<file path="src/rtl/core/atacc_pkg.sv">
// ----------------------------------------------------------------------------
// ATA command checker package
// Shared types and constants for the command front end, queue and executor.
// ----------------------------------------------------------------------------
package atacc_pkg;

   localparam int CSR_INDEX_W = 3;
   localparam int CSR_DATA_W  = 48;

   // Result codes
   localparam logic [1:0] ST_READY = 2'd0;
   localparam logic [1:0] ST_ERROR = 2'd1;
   localparam logic [1:0] ST_HANG  = 2'd2;

   localparam logic [1:0] ER_NONE  = 2'd0;
   localparam logic [1:0] ER_ABORT = 2'd1;
   localparam logic [1:0] ER_IDNF  = 2'd2;
   localparam logic [1:0] ER_ECC   = 2'd3;

   localparam logic [1:0] XFER_NONE  = 2'd0;
   localparam logic [1:0] XFER_READ  = 2'd1;
   localparam logic [1:0] XFER_WRITE = 2'd2;

   // Reset values of the mode words
   localparam logic [15:0] PIO_RESET   = 16'h0000;
   localparam logic [15:0] MWDMA_RESET = 16'h0407;
   localparam logic [15:0] UDMA_RESET  = 16'h003f;

   // Command class decided by the front end
   typedef enum logic [3:0] {
      CLS_READ,
      CLS_WRITE,
      CLS_VERIFY,
      CLS_VERIFY_EXT,
      CLS_SET_PIO,
      CLS_SET_MWDMA,
      CLS_SET_UDMA,
      CLS_WCACHE_ON,
      CLS_WCACHE_OFF,
      CLS_NOP,
      CLS_ABORT
   } cls_type;

   typedef struct packed {
      logic [47:0] capacity_sectors;
      logic [3:0]  sector_shift;
      logic        lba48_enable;
      logic [3:0]  inject_mask;
      logic [47:0] fault_start;
      logic [31:0] fault_length;
   } cfg_type;

   // Classified command word passed from front to back
   typedef struct packed {
      cls_type     cls;
      logic [3:0]  mode_nib;
      logic [47:0] loc;
      logic [30:0] bytes;
      logic        cnt_zero;
      logic        buf_over;
      logic [48:0] cap_sum;   // loc + count
      logic [48:0] cmd_last;  // loc + count - 1
      logic        cmd_wrap;  // range end wraps to all ones
   } item_type;

   // Clear the high byte, then set bit nib+8 when it fits in the word
   function automatic logic [15:0] set_mode_bit(input logic [15:0] word,
                                                input logic [3:0]  nib);
      logic [7:0] hi;
      hi = nib[3] ? 8'h00 : (8'h01 << nib[2:0]);
      return {hi, word[7:0]};
   endfunction

endpackage

</file>
<file path="src/rtl/core/atacc_back.sv">
// ----------------------------------------------------------------------------
// ATA command executor
// Runs bound, buffer and fault-window checks, applies SET FEATURES and
// registers one result word per command.
// ----------------------------------------------------------------------------
module atacc_back (
   input  logic                 clock,
   input  logic                 reset,
   input  atacc_pkg::cfg_type   cfg,
   input  logic                 in_valid,
   output logic                 in_ready,
   input  atacc_pkg::item_type  in_item,
   output logic                 rsp_valid,
   input  logic                 rsp_ready,
   output logic [1:0]           rsp_status_code,
   output logic [1:0]           rsp_error_code,
   output logic [1:0]           rsp_transfer_kind,
   output logic [47:0]          rsp_transfer_sector,
   output logic [30:0]          rsp_transfer_bytes,
   output logic [47:0]          rsp_report_lba,
   output logic [15:0]          rsp_pio_word,
   output logic [15:0]          rsp_mwdma_word,
   output logic [15:0]          rsp_udma_word,
   output logic                 rsp_write_cache_on
);

   logic         valid_ff, valid_in;
   logic [1:0]   status_ff, status_in;
   logic [1:0]   error_ff, error_in;
   logic [1:0]   kind_ff, kind_in;
   logic [47:0]  sector_ff, sector_in;
   logic [30:0]  bytes_ff, bytes_in;
   logic [47:0]  report_ff, report_in;
   logic [15:0]  pio_ff, pio_in;
   logic [15:0]  mwdma_ff, mwdma_in;
   logic [15:0]  udma_ff, udma_in;
   logic         wcache_ff, wcache_in;
   logic [48:0]  fault_last_ff, fault_last_in;
   logic         fault_wrap_ff, fault_wrap_in;
   logic         pop, over_cap, hit, is_read, is_write;

   assign in_ready = !valid_ff || rsp_ready;
   assign pop      = in_valid && in_ready;

   // window end depends on configuration only; register it off the item path
   assign fault_last_in = {1'b0, cfg.fault_start} + 49'(cfg.fault_length) - 49'd1;
   assign fault_wrap_in = (cfg.fault_start == 48'd0) && (cfg.fault_length == 32'd0);

   always_comb begin
      over_cap = in_item.cap_sum > {1'b0, cfg.capacity_sectors};
      hit      = !(!in_item.cmd_wrap && (in_item.cmd_last < {1'b0, cfg.fault_start}))
                 && !(!fault_wrap_ff && (fault_last_ff < {1'b0, in_item.loc}));
      is_read  = (in_item.cls == atacc_pkg::CLS_READ);
      is_write = (in_item.cls == atacc_pkg::CLS_WRITE);
   end

   always_comb begin
      status_in = atacc_pkg::ST_READY;
      error_in  = atacc_pkg::ER_NONE;
      kind_in   = atacc_pkg::XFER_NONE;
      sector_in = '0;
      bytes_in  = '0;
      report_in = '0;
      pio_in    = pio_ff;
      mwdma_in  = mwdma_ff;
      udma_in   = udma_ff;
      wcache_in = wcache_ff;
      case (in_item.cls)
         atacc_pkg::CLS_READ, atacc_pkg::CLS_WRITE: begin
            if (over_cap) begin
               status_in = atacc_pkg::ST_ERROR;
               error_in  = atacc_pkg::ER_IDNF;
            end else if (in_item.buf_over) begin
               status_in = atacc_pkg::ST_ERROR;
               error_in  = atacc_pkg::ER_ABORT;
            end else if (is_read && cfg.inject_mask[0] && hit) begin
               status_in = atacc_pkg::ST_HANG;
            end else if (((is_read && cfg.inject_mask[1]) ||
                          (is_write && cfg.inject_mask[2])) && hit) begin
               status_in = atacc_pkg::ST_ERROR;
               error_in  = atacc_pkg::ER_ECC;
            end else if (!in_item.cnt_zero) begin
               kind_in   = is_read ? atacc_pkg::XFER_READ : atacc_pkg::XFER_WRITE;
               sector_in = in_item.loc;
               bytes_in  = in_item.bytes;
            end
         end
         atacc_pkg::CLS_VERIFY, atacc_pkg::CLS_VERIFY_EXT: begin
            if (over_cap) begin
               status_in = atacc_pkg::ST_ERROR;
               error_in  = atacc_pkg::ER_IDNF;
            end else if (cfg.inject_mask[3] && hit) begin
               status_in = atacc_pkg::ST_ERROR;
               error_in  = atacc_pkg::ER_ECC;
               // 28-bit verify reports only the low 32 address bits
               report_in = (in_item.cls == atacc_pkg::CLS_VERIFY)
                         ? {16'h0000, cfg.fault_start[31:0]} : cfg.fault_start;
            end
         end
         atacc_pkg::CLS_SET_PIO:
            pio_in = atacc_pkg::set_mode_bit(pio_ff, in_item.mode_nib);
         atacc_pkg::CLS_SET_MWDMA:
            mwdma_in = atacc_pkg::set_mode_bit(mwdma_ff, in_item.mode_nib);
         atacc_pkg::CLS_SET_UDMA:
            udma_in = atacc_pkg::set_mode_bit(udma_ff, in_item.mode_nib);
         atacc_pkg::CLS_WCACHE_ON:  wcache_in = 1'b1;
         atacc_pkg::CLS_WCACHE_OFF: wcache_in = 1'b0;
         atacc_pkg::CLS_NOP: ;
         default: begin
            status_in = atacc_pkg::ST_ERROR;
            error_in  = atacc_pkg::ER_ABORT;
         end
      endcase
   end

   always_comb begin
      valid_in = valid_ff;
      if (pop) begin
         valid_in = 1'b1;
      end else if (rsp_ready) begin
         valid_in = 1'b0;
      end
   end

   always_ff @(posedge clock) begin
      if (reset) begin
         valid_ff  <= 1'b0;
         pio_ff    <= atacc_pkg::PIO_RESET;
         mwdma_ff  <= atacc_pkg::MWDMA_RESET;
         udma_ff   <= atacc_pkg::UDMA_RESET;
         wcache_ff <= 1'b1;
      end else begin
         valid_ff <= valid_in;
         if (pop) begin
            pio_ff    <= pio_in;
            mwdma_ff  <= mwdma_in;
            udma_ff   <= udma_in;
            wcache_ff <= wcache_in;
         end
      end
   end

   always_ff @(posedge clock) begin
      fault_last_ff <= fault_last_in;
      fault_wrap_ff <= fault_wrap_in;
      if (pop) begin
         status_ff <= status_in;
         error_ff  <= error_in;
         kind_ff   <= kind_in;
         sector_ff <= sector_in;
         bytes_ff  <= bytes_in;
         report_ff <= report_in;
      end
   end

   assign rsp_valid           = valid_ff;
   assign rsp_status_code     = status_ff;
   assign rsp_error_code      = error_ff;
   assign rsp_transfer_kind   = kind_ff;
   assign rsp_transfer_sector = sector_ff;
   assign rsp_transfer_bytes  = bytes_ff;
   assign rsp_report_lba      = report_ff;
   // mode state only moves when a result is loaded, so it tracks the held word
   assign rsp_pio_word        = pio_ff;
   assign rsp_mwdma_word      = mwdma_ff;
   assign rsp_udma_word       = udma_ff;
   assign rsp_write_cache_on  = wcache_ff;

endmodule

</file>
<file path="config.mk">
export PLATFORM = sky130hd
export DESIGN_NAME = atacc_back
export DESIGN_NICKNAME = d
export VERILOG_FILES = /design/src/rtl/core/atacc_pkg.sv /design/src/rtl/core/atacc_back.sv
export SDC_FILE = /design/constraint.sdc
export NUM_CORES = 1
export LEC_CHECK = 0
export BUFFER_PORTS_ARGS = -buffer_cell sky130_fd_sc_hd__clkbuf_2
export CORE_AREA = 2 2 199 201
export DETAILED_ROUTE_END_ITERATION = 10
export DIE_AREA = 0 0 201 203
export GPL_TIMING_DRIVEN = 0
export PLACE_DENSITY = 0.62
export SLEW_MARGIN = 20
export SYNTH_ARGS = -nofsm -noshare
export SYNTH_HDL_FRONTEND = slang
export SYNTH_SLANG_ARGS = --single-unit
</file>
<file path="constraint.sdc">
create_clock -name clock -period 7.3 [get_ports clock]
set_input_delay 0.73 -clock clock [delete_from_list [all_inputs] [get_ports clock]]
set_output_delay 0.73 -clock clock [all_outputs]
set_load 0.005 [all_outputs]
</file>
# Yosys cells after proc, flatten, opt, wreduce, memory -nomap -nowiden

Index checks and enable logic that the tools add are counted.
Widths: inputs -> output; s select.

Flip-flop bits (word level): 209
Bits of input ports: 329
Output and inout port bits: 184
Word-level logic and storage cells: 84

$add $sub $neg: 2
Magnitude comparators: 3
Equality and inequality tests: 9
Shift-type cells: 1
Muxes and demuxes: 19
Bitwise logic cells: 3
Reductions and logical operators: 33

Operators with widths:

| cell                  | number |
|---|---|
| $lt 49x48->1          | 2 |
| $add 48x32->49        | 1 |
| $gt 49x48->1          | 1 |
| $sub 49x1->49 const B | 1 |
| $logic_not 48->1      | 1 |
| $logic_not 32->1      | 1 |
| $mux 2                | 10 |
| $eq 4x3->1 const B    | 4 |
| $pmux 2 s3            | 2 |
| $reduce_or 6->1       | 2 |
| $logic_and 1x1->1     | 11 |
| $eq 4x2->1 const B    | 2 |
| $eq 4x4->1 const B    | 2 |
| $mux 8                | 1 |
| $reduce_and 2->1      | 4 |
| $shl 1x3->8 const A   | 1 |
| $logic_not 1->1       | 5 |
| $mux 1                | 5 |
| $eq 4x1->1 const B    | 1 |
| $logic_not 4->1       | 1 |
| $reduce_bool 2->1     | 2 |
| $reduce_or 2->1       | 2 |
| $reduce_or 4->1       | 1 |
| $not 1->1             | 3 |
| 3 further kinds       | 4 |

# Logic depth before layout (Yosys ltp)

Word-level depth: 10
Depth in mapped cells: 15
Gate-level depth less buffers: 15

# Least setup slack after synthesis

OpenSTA, ideal clock, no wires.

Kind: input port to flip-flop
From: in rsp_ready
To: reg pio_ff[10], in the netlist rsp_pio_word[10]
Library setup time: 0.128 ns
Arrival time: 5.750 ns
Required time: 7.172 ns
Setup slack: 1.422 ns
Cell stages on the path: 6
Path buffers: 0
Path through: nand2b_1 -> and2_1 -> nand3b_1 -> nor3_1 -> mux2i_1 -> nor2_1

Word-level cells in the longest chain between the ends: 3

RTL lines:

| item                       | RTL line          | source |
|---|---|---|
| from (decl)                | atacc_back.sv:14  | `input logic rsp_ready,` |
| $logic_or 1x1->1           | atacc_back.sv:42  | `assign in_ready = !valid_ff \|\| rsp_ready;` |
| $logic_and 1x1->1          | atacc_back.sv:43  | `assign pop = in_valid && in_ready;` |
| via pop                    | atacc_back.sv:40  | `logic pop, over_cap, hit, is_read, is_write;` |
| $reduce_and 2->1 (no line) | --                |  |
| to (signal assigned)       | atacc_back.sv:128 | `pio_ff <= atacc_pkg::PIO_RESET;` |
| to (signal assigned)       | atacc_back.sv:135 | `pio_ff <= pio_in;` |
| to (decl)                  | atacc_back.sv:34  | `logic [15:0] pio_ff, pio_in;` |

The timed path passes the listed nets, and every way through them passes these cells.
A chain may end at the register's enable or synchronous reset.

# Worst setup path after layout

From: in cfg[77] (netlist name)
To: reg report_ff[46], in the netlist rsp_report_lba[46], data pin

Word-level cells in the longest chain between the ends: 7

RTL lines:

| item                      | RTL line          | source |
|---|---|---|
| from (decl)               | atacc_back.sv:9   | `input atacc_pkg::cfg_type cfg,` |
| $lt 49x48->1              | atacc_back.sv:51  | `hit = !(!in_item.cmd_wrap && (in_item.cmd_last < {1'b0, cfg.fault_start}))` |
| $logic_and 1x1->1         | atacc_back.sv:51  |  |
| $logic_not 1->1           | atacc_back.sv:51  |  |
| $logic_and 1x1->1         | atacc_back.sv:52  | `&& !(!fault_wrap_ff && (fault_last_ff < {1'b0, in_item.loc}));` |
| $logic_and 1x1->1         | atacc_back.sv:92  | `end else if (cfg.inject_mask[3] && hit) begin` |
| $not 1->1 (no line)       | --                |  |
| $reduce_or 4->1 (no line) | --                |  |
| to (signal assigned)      | atacc_back.sv:152 | `report_ff <= report_in;` |
| to (decl)                 | atacc_back.sv:33  | `logic [47:0] report_ff, report_in;` |

No other way between the ends.

==> key figures <==
Synth
  – Syn_area_per_cell: 9.46 sq um
  – Cells after synthesis: between 1500 and 2000
  – Synth warn: 0
  – Unique masters post-synth: 65
  – Sequential fraction of the synthesis area: 37.8%
  – Synthesis-stage register bit count: 209
  – Synth Cell Area: 14600 sq um
  – Primary FF master, synth: edfxtp_1
  – Post-synth EDFFs: roughly 130
  – FFs w/ async S/R, synth: 0%

Timing
  – Count of pins over their slew limit: 0
  – Hold Vio Cnt, Final: 0
  – Slew headroom: between 40% and 50%
  – RSZ-0062 raised after global routing: no
  – Crit path time final: ~4100 ps
  – Fmax: between 200 and 250 MHz
  – Worst slew pin tran: roughly 850 ps
  – Crit share post-route: 56.2%
  – Min Hold Slack: 423 ps
  – Final setup fails: 0
  – Clock skew: approximately 15 ps

Place
  – GPL Wtd Cong: between 0.9 and 1
  – Port bufs: 480
  – Hpwl dp: approximately 42 mm

Critical path
  – CP Max Fanout: 10
  – Worst Path Buf+Inv: 3
  – CP delay by family, top: simple AND/OR/NAND/NOR gates
  – Slowest cell on crit path: nor3_1
  – Critical R2R Launch: fault_last_ff[5]$_DFF_P_
  – CP Class: in2reg
  – R2r setup slk: about 3900 ps
  – Crit path capture: rsp_report_lba[46]$_SDFFCE_PP0P_
  – Reg-to-reg endpoint: rsp_transfer_bytes[4]$_SDFFCE_PP0P_
  – Arr. time, crit path: 4500 ps
  – Worst Setup SP: cfg[77]
  – Worst path max stage delay: approximately 580 ps
  – Critical-path cell list: clkbuf_2 > inv_1 > ha_1 > nand4_1 > or4_1 > nor3_1 > o2111ai_1 > nor2_1 > a221oi_2 > a2bb2oi_4 > nor3b_2 > clkbuf_1 > and3_1
  – Worst path depth: 13
  – R2R depth: 11
  – CP Data Required Time: around 7700 ps
  – Critical Path Sink Type: flip-flop
  – Startpoint types: input port

Finish
  – Most frequent cells in the layout: clkbuf_2 (489), inv_1 (267), ha_1 (229), edfxtp_1 (133), and2_1 (115)
  – Finished Core Util: ~48%
  – Net count, final: around 2600
  – Area Growth Syn to Fin: 27.6%
  – Fillers: about 3800
  – Layout cell share with drive strength beyond 1: a little over a quarter
  – Most common cell after layout, fill and taps aside: clkbuf_2

Run status
  – Status: complete, no violations

Floorplan
  – Die footprint: 40800 sq um
  – Core footprint: just under 40000 sq um
  – Starting density of the core: 37.9%
  – Die X: roughly 200 um
  – Die Height: ~200 um
  – Row cnt: roughly 70
  – Top Ports: roughly 510

Route
  – Iteration-0 DRC Markers: around 570
  – WL final: between 40 and 50 mm
  – Post-route ant nets: 0
  – Pre-antenna DRT Iters: 5
  – Vias per Instance: 4.92
  – Total number of vias: 12839
  – WL/cell: about 19 um
  – DRC Markers: 0

Clock network
  – Root Driver: clkbuf_16
  – Clk Latency, worst-skew pair: 540 ps
  – H-tree depth: 1
  – Setup bufs post-CTS: 0
  – Cts hold-fix bufs: 0
  – Cts repair resizes: 0
  – CTS tree: built
  – Number of buffers created by CTS: 24
  – CTS sink cnt: ~210
  – Clock tree buffer depth: 3
  – Clock-pin slew on the worst setup and hold paths: around 60 ps

Pwr
  – Max IR drop VDD: ~0.00014 V
  – Pwr Density: approximately 190 nW/um^2
  – Leak: ~0.01 uW

Min path
  – Hold_sp: in_valid
  – Min-Delay Path Class: in2reg

Global route
  – Global-route total usage across every layer: 23.4%
  – First-pass GRT wire length: 73.7 mm
  – Congestion Overflow GR: 0
  – Initial antenna violation count: 5
  – Vias in the first global route: ~13000
  – Largest net degree at the start of global routing: just under 60

Job
  – Max Cap Viol: 0
## area by class of cell
cell class | instances | area, sq um | share of cell area [%]
multi-input combinational | 1034 | 7850 | 42.2
sequential | 209 | 5520 | 29.7
timing repair buffer | 483 | 2470 | 13.3
inverter | 267 | 1000 | 5.39
clock buffer | 34 | 723 | 3.89
tap | 518 | 648 | 3.48
buffer | 52 | 303 | 1.63
clock inverter | 10 | 81.3 | 0.437
antenna | 4 | 10.0 | 0.0538
## worst min path at each step
stage,to,depth (start not counted)
floorplan,rsp_mwdma_word[10]$_SDFFE_PP1P_,1
global placement,rsp_mwdma_word[10]$_SDFFE_PP1P_,1
detailed placement,rsp_mwdma_word[10]$_SDFFE_PP1P_,1
CTS,rsp_valid$_SDFFE_PP0P_,3
global route,rsp_valid$_SDFFE_PP0P_,3
finish,rsp_valid$_SDFFE_PP0P_,3
## cells in the mapped netlist (4+ instances only)
cell | instances | area share [%]
clkbuf_1 | 18 | 0.46
nor2_1 | 82 | 2.1
and2_1 | 116 | 5.0
nand2b_1 | 14 | 0.60
buf_4 | 26 | 1.3
ha_1 | 229 | 20
edfxtp_1 | 133 | 27
nand2_1 | 51 | 1.3
or2_2 | 6 | 0.26
a311oi_1 | 5 | 0.30
nand3_1 | 18 | 0.62
o31ai_1 | 6 | 0.31
o21ai_0 | 40 | 1.4
and3_1 | 23 | 0.99
xnor2_1 | 27 | 1.6
a21o_1 | 64 | 3.3
nor2b_1 | 13 | 0.56
and4_1 | 6 | 0.36
clkbuf_2 | 8 | 0.27
o211ai_1 | 4 | 0.21
xor2_1 | 14 | 0.84
a211oi_1 | 13 | 0.67
a21oi_1 | 86 | 3.0
a31oi_1 | 7 | 0.30
dfxtp_1 | 76 | 10
o21a_1 | 10 | 0.52
mux2i_1 | 20 | 1.4
nor3_1 | 30 | 1.0
a211o_1 | 12 | 0.72
nand4_1 | 33 | 1.4
o21bai_1 | 10 | 0.52
nor4_1 | 17 | 0.73
inv_1 | 267 | 6.9
o2111ai_1 | 4 | 0.24
## routing by layer
metal  routed length, um  global-route usage [%]  share of wire [%]  vias to the layer above
li1                    -                       -                  -                     6387
met1               19300                    26.3                 39                     5892
met2               24600                    43.2                 50                      468
met3                3340                    5.06                6.8                       88
met4                1780                    9.34                3.6                        4
met5                  32                       0              0.065                        -
## state kept, by name (all words and copies together), names as in the netlist, 2 cells and up
register             flops
rsp_report_lba          48
rsp_transfer_bytes      31
rsp_error_code           2
rsp_udma_word            8
rsp_transfer_sector     48
fault_last_ff           49
rsp_pio_word             8
rsp_mwdma_word           8
rsp_transfer_kind        2
rsp_status_code          2
## cells by family (layout without fill, tap and decap cells)
kind of cell | count (synthesis) | in the layout | synth area share (%)
flops | 209 | 209 | 37.8
other cells | 2 | 28 | 0.0515
simple gates | 426 | 426 | 15.9
fa+ha+maj | 230 | 230 | 19.8
mux | 20 | 20 | 1.37
xor+xnor | 41 | 41 | 2.46
compound gates | 293 | 293 | 13.6
buf+inv | 319 | 846 | 8.95
## tightest hold or removal path, cell delays in order
cell	delay (ps)
clkbuf_2	90
inv_1	50
a21oi_1	50
## through the flow
step                total power (uW)  cell area, sq um  setup TNS [ps]  worst slack [ps]  std cells
floorplan                       2050             14700               0              1420       1562
global placement                2390             17700          -23910             -1410       2560
detailed placement              2410             17800               0              2390       2563
CTS                             3660             18600               0              2950       2607
global route                    3830             18600               0              2930       2609
finish                          3620             18600               0              3200       2611
## power by group
group	switching, uW	total (uW)	internal [uW]
clock network	508	1240	727
registers	41.1	1420	1380
logic	542	966	424
total	1090	3620	2530
(Power assumes the default switching activity.)
